[config.mk]
export PLATFORM = sky130hd
export DESIGN_NAME = nearest_neighbor_resampler
export DESIGN_NICKNAME = d
export VERILOG_FILES = /design/src/sv/nnr_pkg.sv /design/src/sv/nnr_front.sv /design/src/sv/nnr_cmd_fifo.sv /design/src/sv/nnr_back.sv /design/src/sv/nearest_neighbor_resampler.sv
export SDC_FILE = /design/constraint.sdc
export NUM_CORES = 1
export LEC_CHECK = 0
export BUFFER_PORTS_ARGS = -buffer_cell sky130_fd_sc_hd__buf_2
export CAP_MARGIN = 15
export CORE_ASPECT_RATIO = 0.75
export CORE_MARGIN = 1.5
export CORE_UTILIZATION = 40
export CTS_CLUSTER_DIAMETER = 30
export DETAILED_ROUTE_END_ITERATION = 12
export PLACE_DENSITY = 0.67
export SYNTH_ARGS = -nofsm -noshare
export SYNTH_HDL_FRONTEND = slang
export SYNTH_SLANG_ARGS = --single-unit
[constraint.sdc]
create_clock -name i_clk -period 6.63 [get_ports i_clk]
set_input_delay 0.3315 -clock i_clk [delete_from_list [all_inputs] [get_ports i_clk]]
set_output_delay 0.3315 -clock i_clk [all_outputs]
set_load 0.03 [all_outputs]
[src/sv/nnr_pkg.sv]
`timescale 1ns / 1ps

package nnr_pkg;

    // rate registers and phase accumulator
    localparam int RATE_W = 18;
    localparam int REM_W  = 19;
    localparam int STEP_W = 5;

    localparam logic [RATE_W-1:0] OLD_RATE_RESET = 18'd44100;
    localparam logic [RATE_W-1:0] NEW_RATE_RESET = 18'd44100;

    // configuration register indexes
    localparam int CFG_IDX_W = 1;
    localparam logic [CFG_IDX_W-1:0] CFG_OLD_RATE = 1'b0;
    localparam logic [CFG_IDX_W-1:0] CFG_NEW_RATE = 1'b1;

    // command queue between front and back
    localparam int CMD_DEPTH = 2;
    localparam int CMD_PTR_W = 1;
    localparam int CMD_CNT_W = 2;

    typedef enum logic [1:0] {
        FR_IDLE,
        FR_DIV,
        FR_DONE
    } t_front_state;

    // queue occupancy as seen by its neighbors
    typedef struct packed {
        logic full;
        logic empty;
    } t_cmd_status;

endpackage

[src/sv/nnr_front.sv]
`timescale 1ns / 1ps

module nnr_front #(
    parameter int SAMPLE_WIDTH = 16,
    parameter int MAX_COPIES   = 64,
    parameter int CNT_W        = 7
) (
    input  logic                          i_clk,
    input  logic                          i_rst_n,
    input  logic                          i_cfg_wen,
    input  logic [nnr_pkg::CFG_IDX_W-1:0] i_cfg_idx,
    input  logic [nnr_pkg::RATE_W-1:0]    i_cfg_data,
    input  logic                          i_in_valid,
    output logic                          o_in_ready,
    input  logic [SAMPLE_WIDTH-1:0]       i_in_sample,
    input  logic                          i_in_last,
    input  nnr_pkg::t_cmd_status          i_cmd_stat,
    output logic                          o_push,
    output logic [SAMPLE_WIDTH-1:0]       o_cmd_sample,
    output logic [CNT_W-1:0]              o_cmd_count
);

    localparam int RW = nnr_pkg::RATE_W;
    localparam int QW = nnr_pkg::REM_W;

    nnr_pkg::t_front_state r_state, n_state;

    logic [RW-1:0]                r_old_rate;
    logic [RW-1:0]                r_new_rate;
    logic [QW-1:0]                r_phase;
    logic [SAMPLE_WIDTH-1:0]      r_sample;
    logic                         r_last;
    logic                         r_hit;
    logic [RW-1:0]                r_quo;
    logic [QW-1:0]                r_part;
    logic [nnr_pkg::STEP_W-1:0]   r_step;

    logic [RW-1:0] w_old_eff;
    logic          w_accept;
    logic          w_hit;
    logic [QW-1:0] w_trial;
    logic          w_ge;
    logic          w_div_end;
    logic          w_rem_nz;
    logic [QW-1:0] w_copies;
    logic [QW-1:0] w_phase_nx;
    logic [QW-1:0] w_copies_adj;
    logic [QW-1:0] w_phase_adj;
    logic          w_has_copy;
    logic          w_done_go;

    // a zero old rate counts as one
    assign w_old_eff = (r_old_rate == '0) ? RW'(1) : r_old_rate;
    assign w_accept  = i_in_valid && o_in_ready;
    assign w_hit     = {1'b0, r_new_rate} > r_phase;

    // restoring divide, one quotient bit per cycle
    assign w_trial   = {r_part[RW-1:0], r_quo[RW-1]};
    assign w_ge      = w_trial >= {1'b0, w_old_eff};
    assign w_div_end = (r_step == nnr_pkg::STEP_W'(RW - 1));

    // copies = ceil(d/o); new phase is the distance to the next output slot
    always_comb begin
        w_rem_nz = (r_part != '0);
        if (r_hit) begin
            w_copies   = {1'b0, r_quo} + QW'(w_rem_nz);
            w_phase_nx = w_rem_nz ? ({1'b0, w_old_eff} - r_part) : '0;
        end else begin
            w_copies   = '0;
            w_phase_nx = r_phase - {1'b0, r_new_rate};
        end
        w_copies_adj = w_copies;
        w_phase_adj  = w_phase_nx;
        // end of stream: drop the trailing partial copy
        if (r_last) begin
            if ((w_phase_nx != '0) && (w_copies != '0)) begin
                w_copies_adj = w_copies - QW'(1);
            end
            w_phase_adj = '0;
        end
    end

    assign w_has_copy = (w_copies_adj != '0);
    assign w_done_go  = !w_has_copy || !i_cmd_stat.full;

    // saturate the emitted count
    assign o_cmd_count  = (w_copies_adj > QW'(MAX_COPIES)) ? CNT_W'(MAX_COPIES)
                                                           : CNT_W'(w_copies_adj);
    assign o_cmd_sample = r_sample;

    // next state
    always_comb begin
        n_state = r_state;
        unique case (r_state)
            nnr_pkg::FR_IDLE: begin
                if (i_in_valid) begin
                    n_state = w_hit ? nnr_pkg::FR_DIV : nnr_pkg::FR_DONE;
                end
            end
            nnr_pkg::FR_DIV: begin
                if (w_div_end) begin
                    n_state = nnr_pkg::FR_DONE;
                end
            end
            nnr_pkg::FR_DONE: begin
                if (w_done_go) begin
                    n_state = nnr_pkg::FR_IDLE;
                end
            end
            default: n_state = nnr_pkg::FR_IDLE;
        endcase
    end

    // outputs
    always_comb begin
        o_in_ready = 1'b0;
        o_push     = 1'b0;
        unique case (r_state)
            nnr_pkg::FR_IDLE: o_in_ready = 1'b1;
            nnr_pkg::FR_DIV:  o_in_ready = 1'b0;
            nnr_pkg::FR_DONE: o_push     = w_has_copy && !i_cmd_stat.full;
            default:          o_in_ready = 1'b0;
        endcase
    end

    always_ff @(posedge i_clk) begin
        if (!i_rst_n) begin
            r_state <= nnr_pkg::FR_IDLE;
        end else begin
            r_state <= n_state;
        end
    end

    // rate registers
    always_ff @(posedge i_clk) begin
        if (!i_rst_n) begin
            r_old_rate <= nnr_pkg::OLD_RATE_RESET;
            r_new_rate <= nnr_pkg::NEW_RATE_RESET;
        end else if (i_cfg_wen) begin
            unique case (i_cfg_idx)
                nnr_pkg::CFG_OLD_RATE: r_old_rate <= i_cfg_data;
                nnr_pkg::CFG_NEW_RATE: r_new_rate <= i_cfg_data;
                default:               r_old_rate <= r_old_rate;
            endcase
        end
    end

    // phase accumulator advances once the word is queued, or has no copy to queue
    always_ff @(posedge i_clk) begin
        if (!i_rst_n) begin
            r_phase <= '0;
        end else if ((r_state == nnr_pkg::FR_DONE) && w_done_go) begin
            r_phase <= w_phase_adj;
        end
    end

    // item capture and divider datapath
    always_ff @(posedge i_clk) begin
        if (w_accept) begin
            r_sample <= i_in_sample;
            r_last   <= i_in_last;
            r_hit    <= w_hit;
            r_quo    <= RW'({1'b0, r_new_rate} - r_phase);
            r_part   <= '0;
            r_step   <= '0;
        end else if (r_state == nnr_pkg::FR_DIV) begin
            r_quo  <= {r_quo[RW-2:0], w_ge};
            r_part <= w_ge ? (w_trial - {1'b0, w_old_eff}) : w_trial;
            r_step <= r_step + 1'b1;
        end
    end

endmodule

[src/sv/nnr_cmd_fifo.sv]
`timescale 1ns / 1ps

module nnr_cmd_fifo #(
    parameter int WIDTH = 23
) (
    input  logic                 i_clk,
    input  logic                 i_rst_n,
    input  logic                 i_push,
    input  logic [WIDTH-1:0]     i_data,
    input  logic                 i_pop,
    output logic [WIDTH-1:0]     o_data,
    output nnr_pkg::t_cmd_status o_stat
);

    logic [WIDTH-1:0]              r_mem [nnr_pkg::CMD_DEPTH];
    logic [nnr_pkg::CMD_PTR_W-1:0] r_wptr;
    logic [nnr_pkg::CMD_PTR_W-1:0] r_rptr;
    logic [nnr_pkg::CMD_CNT_W-1:0] r_cnt;

    assign o_stat.full  = (r_cnt == nnr_pkg::CMD_CNT_W'(nnr_pkg::CMD_DEPTH));
    assign o_stat.empty = (r_cnt == '0);
    assign o_data       = r_mem[r_rptr];

    // storage
    always_ff @(posedge i_clk) begin
        if (i_push) begin
            r_mem[r_wptr] <= i_data;
        end
    end

    // pointers and fill level
    always_ff @(posedge i_clk) begin
        if (!i_rst_n) begin
            r_wptr <= '0;
            r_rptr <= '0;
            r_cnt  <= '0;
        end else begin
            if (i_push) begin
                r_wptr <= r_wptr + 1'b1;
            end
            if (i_pop) begin
                r_rptr <= r_rptr + 1'b1;
            end
            case ({i_push, i_pop})
                2'b10:   r_cnt <= r_cnt + 1'b1;
                2'b01:   r_cnt <= r_cnt - 1'b1;
                default: r_cnt <= r_cnt;
            endcase
        end
    end

endmodule

[src/sv/nnr_back.sv]
`timescale 1ns / 1ps

module nnr_back #(
    parameter int SAMPLE_WIDTH = 16,
    parameter int CNT_W        = 7
) (
    input  logic                    i_clk,
    input  logic                    i_rst_n,
    input  nnr_pkg::t_cmd_status    i_cmd_stat,
    input  logic [SAMPLE_WIDTH-1:0] i_cmd_sample,
    input  logic [CNT_W-1:0]        i_cmd_count,
    output logic                    o_pop,
    output logic                    o_valid,
    input  logic                    i_ready,
    output logic [SAMPLE_WIDTH-1:0] o_sample,
    output logic                    o_last
);

    logic                    r_valid;
    logic [SAMPLE_WIDTH-1:0] r_sample;
    logic [CNT_W-1:0]        r_left;

    logic w_final;

    // copy on the port is the last of its run
    assign w_final = (r_left == CNT_W'(1));
    assign o_pop   = !i_cmd_stat.empty && (!r_valid || (i_ready && w_final));

    assign o_valid  = r_valid;
    assign o_sample = r_sample;
    assign o_last   = w_final;

    always_ff @(posedge i_clk) begin
        if (!i_rst_n) begin
            r_valid <= 1'b0;
        end else if (o_pop) begin
            r_valid <= 1'b1;
        end else if (r_valid && i_ready && w_final) begin
            r_valid <= 1'b0;
        end
    end

    // load a run, then count it down one word at a time
    always_ff @(posedge i_clk) begin
        if (o_pop) begin
            r_sample <= i_cmd_sample;
            r_left   <= i_cmd_count;
        end else if (r_valid && i_ready) begin
            r_left <= r_left - 1'b1;
        end
    end

endmodule

[src/sv/nearest_neighbor_resampler.sv]
`timescale 1ns / 1ps

// Nearest-neighbor sample-rate converter for one channel. Each input word is
// copied zero or more times so that output j carries input
// floor(j*old_rate/new_rate); the word flagged tlast ends the stream, drops the
// trailing partial copy and clears the phase. Output tlast marks the final copy
// of each input; a run is capped at MAX_COPIES copies. The front end accepts a
// word, runs a restoring divide for the copy count, then queues it, skipping
// the divide when the new rate does not exceed the phase remainder, so that no
// copy is due. The back end sends one copy per cycle from a two-entry queue
// while it holds a run and the output is ready; output backpressure stalls the
// input only once that queue is full. The user must write the rate registers
// through the cfg port only while the stream is idle; it is not enforced.
module nearest_neighbor_resampler #(
    parameter  int SAMPLE_WIDTH = 16,
    parameter  int MAX_COPIES   = 64,
    localparam int TDATA_W      = ((SAMPLE_WIDTH + 7) / 8) * 8
) (
    input  logic                          i_clk,
    input  logic                          i_rst_n,
    input  logic                          i_cfg_wen,
    input  logic [nnr_pkg::CFG_IDX_W-1:0] i_cfg_idx,
    input  logic [nnr_pkg::RATE_W-1:0]    i_cfg_data,
    input  logic                          s_axis_tvalid,
    output logic                          s_axis_tready,
    input  logic [TDATA_W-1:0]            s_axis_tdata,  // [SAMPLE_WIDTH-1:0] sample_in
    input  logic                          s_axis_tlast,
    output logic                          m_axis_tvalid,
    input  logic                          m_axis_tready,
    output logic [TDATA_W-1:0]            m_axis_tdata,  // [SAMPLE_WIDTH-1:0] sample_out
    output logic                          m_axis_tlast
);

    localparam int CNT_W   = $clog2(MAX_COPIES + 1);
    localparam int CMD_W   = SAMPLE_WIDTH + CNT_W;

    logic                    w_push;
    logic                    w_pop;
    logic [SAMPLE_WIDTH-1:0] w_push_sample;
    logic [CNT_W-1:0]        w_push_count;
    logic [CMD_W-1:0]        w_pop_data;
    nnr_pkg::t_cmd_status    w_cmd_stat;
    logic [SAMPLE_WIDTH-1:0] w_out_sample;

    nnr_front #(
        .SAMPLE_WIDTH (SAMPLE_WIDTH),
        .MAX_COPIES   (MAX_COPIES),
        .CNT_W        (CNT_W)
    ) u_front (
        .i_clk        (i_clk),
        .i_rst_n      (i_rst_n),
        .i_cfg_wen    (i_cfg_wen),
        .i_cfg_idx    (i_cfg_idx),
        .i_cfg_data   (i_cfg_data),
        .i_in_valid   (s_axis_tvalid),
        .o_in_ready   (s_axis_tready),
        .i_in_sample  (s_axis_tdata[SAMPLE_WIDTH-1:0]),
        .i_in_last    (s_axis_tlast),
        .i_cmd_stat   (w_cmd_stat),
        .o_push       (w_push),
        .o_cmd_sample (w_push_sample),
        .o_cmd_count  (w_push_count)
    );

    nnr_cmd_fifo #(
        .WIDTH (CMD_W)
    ) u_fifo (
        .i_clk   (i_clk),
        .i_rst_n (i_rst_n),
        .i_push  (w_push),
        .i_data  ({w_push_count, w_push_sample}),
        .i_pop   (w_pop),
        .o_data  (w_pop_data),
        .o_stat  (w_cmd_stat)
    );

    nnr_back #(
        .SAMPLE_WIDTH (SAMPLE_WIDTH),
        .CNT_W        (CNT_W)
    ) u_back (
        .i_clk        (i_clk),
        .i_rst_n      (i_rst_n),
        .i_cmd_stat   (w_cmd_stat),
        .i_cmd_sample (w_pop_data[SAMPLE_WIDTH-1:0]),
        .i_cmd_count  (w_pop_data[CMD_W-1:SAMPLE_WIDTH]),
        .o_pop        (w_pop),
        .o_valid      (m_axis_tvalid),
        .i_ready      (m_axis_tready),
        .o_sample     (w_out_sample),
        .o_last       (m_axis_tlast)
    );

    assign m_axis_tdata = TDATA_W'(w_out_sample);

endmodule

==> flow_summary_export.csv <==
group,metric,value,unit
sta,relSlewSlack,31.2,%
sta,rsz0062_at_grt,"false",
sta,timing.hold.ws,55.2,ps
routing,first_iter_violations,1119,
die,start_util,40.9,%
layout,final_area,0.0137,mm^2
routing,drtPass1Iterations,8,
setup_path,critPathArrivalTime,6620,ps
sta,tightest_slew,1030,ps
die,core_area,0.0303,mm^2
layout,fillCellCount,2876,
grt,first_global_vias,9538,
sta,fin_crit,6260,ps
layout,final_util,45.0,%
logic_synthesis,synth_area,0.0124,mm^2
logic_synthesis,synth_edf_count,105,
placement,io_buffers,59,
grt,antenna_found_initial,2,
sta,fin_crit_sh,94.4,%
grt,grt_usage,21.3,%
setup_path,cp.required,6990,ps
setup_path,slowest_delay,660,ps
setup_path,start_kind,"flip-flop",
setup_path,path_class,"flip-flop to flip-flop",
logic_synthesis,synth-warning-count,0,
logic_synthesis,ys.flop_type,"edfxtp_1",
routing,ant_nets,0,
power,peakVddDrop,0.000322,V
placement,hpwlAfterDp,25.4,mm
logic_synthesis,ys_ff_latch,192,
clocking,post_cts_buffers,0,
clocking,cts_hold_buffers,0,
die,dieArea,0.0321,mm^2
logic_synthesis,syn_nets,1505,
setup_path,crit_slowest_cell,"nor4_1",
routing,totalWireLength,33.4,mm
logic_synthesis,synth_cell_types,82,
sta,fmax,160,MHz
layout,multi_input_area,0.00683,mm^2
logic_synthesis,synth.area.top_cells,"edfxtp_1, dfxtp_1, ha_1",
sta,final-hold-violation-count,0,
layout,ff_latch_area,0.00489,mm^2
power,power_density,431,mW/mm^2
logic_synthesis,synthCells,1377,
sta,skew,14.7,ps
logic_synthesis,synth.most_common_cell,"nand2_1",
die,ios,60,
placement,postPlaceCellArea,0.0130,mm^2
layout,fin_nets,1524,
clocking,ctsLongestPathBuffers,2,
grt,grt_pass1_wl,53.1,mm
grt,grt_max_degree,66,
sta,setup_viol,0,
logic_synthesis,yosys-top-cells-count,"nand2_1, inv_1, edfxtp_1",
logic_synthesis,synth_top_cell_area_share,25.4,%
clocking,cts_buffers,17,
placement,gp_congestion,0.901,
clocking,cts.sink_count,192,
logic_synthesis,async_flop_share,0,%
setup_path,cp_max_fo,7,
clocking,cts_resized,0,
job,cap_violations,0,
routing,drc,0,
logic_synthesis,ys_seq_area_share,39.4,%
clocking,cts-root-buf,"clkbuf_16",
die,die-height,156,um
layout,instances_no_fill,1808,
placement,dpl.cell_count,1775,
routing,post_drt_wl_per_cell,18.5,um
die,rows,55,
routing,vias_per_cell,5.70,
sta,fin_setup_tns,0,ps
setup_path,path_cells,"nor4_1, a31o_2, inv_1, ha_1, fa_1, nor2b_1, o2111ai_1, a31oi_1, o221ai_1, nor2_1, o211ai_1, or4b_1, nor4_4, a21o_1, nor3_2, nor4_4, a21boi_0, inv_1, ha_1, or3_1, a21boi_0",
clocking,clock_latency,450,ps
layout,area_delta_synth_final,9.97,%
run_status,status,"finished, final reports clean",
layout,layout-drive-gt1-share,10.9,%
clocking,cts_tree,"yes",
sta,maxSlewViolCount,0,
logic_synthesis,synth_top_cell_by_area,"edfxtp_1",
power,p_leak,5.30,nW
clocking,path_clk_slew,80,ps
die,die_w,206,um
routing,via_count,10300,
clocking,cts_htree_levels,4,
hold_path,min_path_type,"input port to flip-flop",
grt,grt-ovfl-total,0,
logic_synthesis,avgSynthCellArea,9.02,um^2
layout,antennaDiodeCount,0,
setup_path,crit_path_end_kind,"flip-flop",
report_power, final:
group / switching (mW) / total, mW / internal, mW
sequential: 0.167 / 1.64 / 1.47
clock: 0.529 / 1.04 / 0.511
combinational: 1.99 / 3.20 / 1.22
stage by stage:
stage / worst slack, ps / power, mW
floorplan: 1000 / 3.93
global placement: 761 / 4.68
detailed placement: 596 / 4.75
CTS: 507 / 5.82
global route: 35.1 / 6.28
finish: 369 / 5.88
final cells by class:
| class | count | share of cell area [%] |
|---|---|---|
| repair buffers | 74 | 3.13 |
| clock buffers | 17 | 3.11 |
| inverters | 110 | 3.02 |
| flip-flops and latches | 192 | 35.8 |
| well taps | 399 | 3.65 |
| clock inverters | 15 | 1.28 |
| multi-input cells | 1001 | 50.0 |
per-layer routing:
metal	global-route usage, %	wire [um]	vias up	share of wire, %
met5	0	13	-	0.039
met4	4.04	265	2	0.79
met3	4.32	2630	28	7.9
met2	29.4	13700	358	41
met1	33.7	16800	4952	50
li1	-	-	4969	-
worst max-delay path, delay by kind of cell, from the launching register on:
| family | cells | cell delay [ps] |
|---|---|---|
| fa+ha+maj | 3 | 880 |
| buf+inv | 2 | 160 |
| compound gates | 8 | 1840 |
| simple gates | 8 | 2960 |
| flops | 1 | 340 |
cell usage in the layout (no fill, tap or decap), types with 9 or more instances in the layout:
master / n
xor2_1: 26
nand2_1: 175
nor3_1: 25
nand2b_1: 19
a31oi_1: 10
o31ai_1: 14
ha_1: 83
buf_2: 59
a21o_1: 14
buf_4: 14
o211ai_1: 15
nand3_1: 25
xnor2_1: 42
o22ai_1: 19
o21bai_1: 10
nor2_1: 73
clkbuf_16: 17
nor4_1: 18
o21ai_0: 72
mux2_2: 16
o21a_1: 12
nor2b_1: 21
nand4_1: 21
and3_1: 9
a21boi_0: 33
inv_1: 107
a21oi_1: 58
edfxtp_1: 105
dfxtp_1: 87
o31a_1: 11
or3_1: 12
and2_1: 12
mux2i_1: 37
a211oi_1: 15
registers in the layout (all words and copies together), names as in the netlist, 5 cells and up, named ones only:
signal and count:
u_fifo.r_mem 46, u_front.o_cmd_sample 16, u_back.r_left 7, u_front.r_phase 19, u_front.r_part 19, u_front.r_old_rate 18, u_front.r_quo 18, u_back.o_sample 16
u_front.r_new_rate 18, u_front.r_step 5
cells by family (layout without fill, tap and decap cells):
logic type	Yosys count	count (layout)	synth area share [%]
adders and majority gates	87	87	9.00
xor gates and xnor gates	68	68	4.79
AOI/OAI and AO/OA	344	344	18.6
DFF	192	192	39.4
muxes	55	55	4.64
buffers and inverters	184	216	5.76
and+or+nand+nor	447	447	17.8
final timing paths:
kind / depth (start not counted) / slack, ps / startpoint / endpoint
setup / recovery: 21 / 370 / u_front.r_old_rate[12]$_SDFFE_PN0P_ / u_fifo.r_cnt[1]$_SDFFE_PN0P_
hold / removal: 1 / 60 / s_axis_tdata[4] / u_front.o_cmd_sample[4]$_DFFE_PP_
setup reg to reg: 21 / 370 / u_front.r_old_rate[12]$_SDFFE_PN0P_ / u_fifo.r_cnt[1]$_SDFFE_PN0P_
hold reg to reg: 0 / 450 / u_front.o_cmd_sample[6]$_DFFE_PP_ / u_fifo.r_mem[0][6]$_DFFE_PP_
Power figures use the tool's default switching activity.
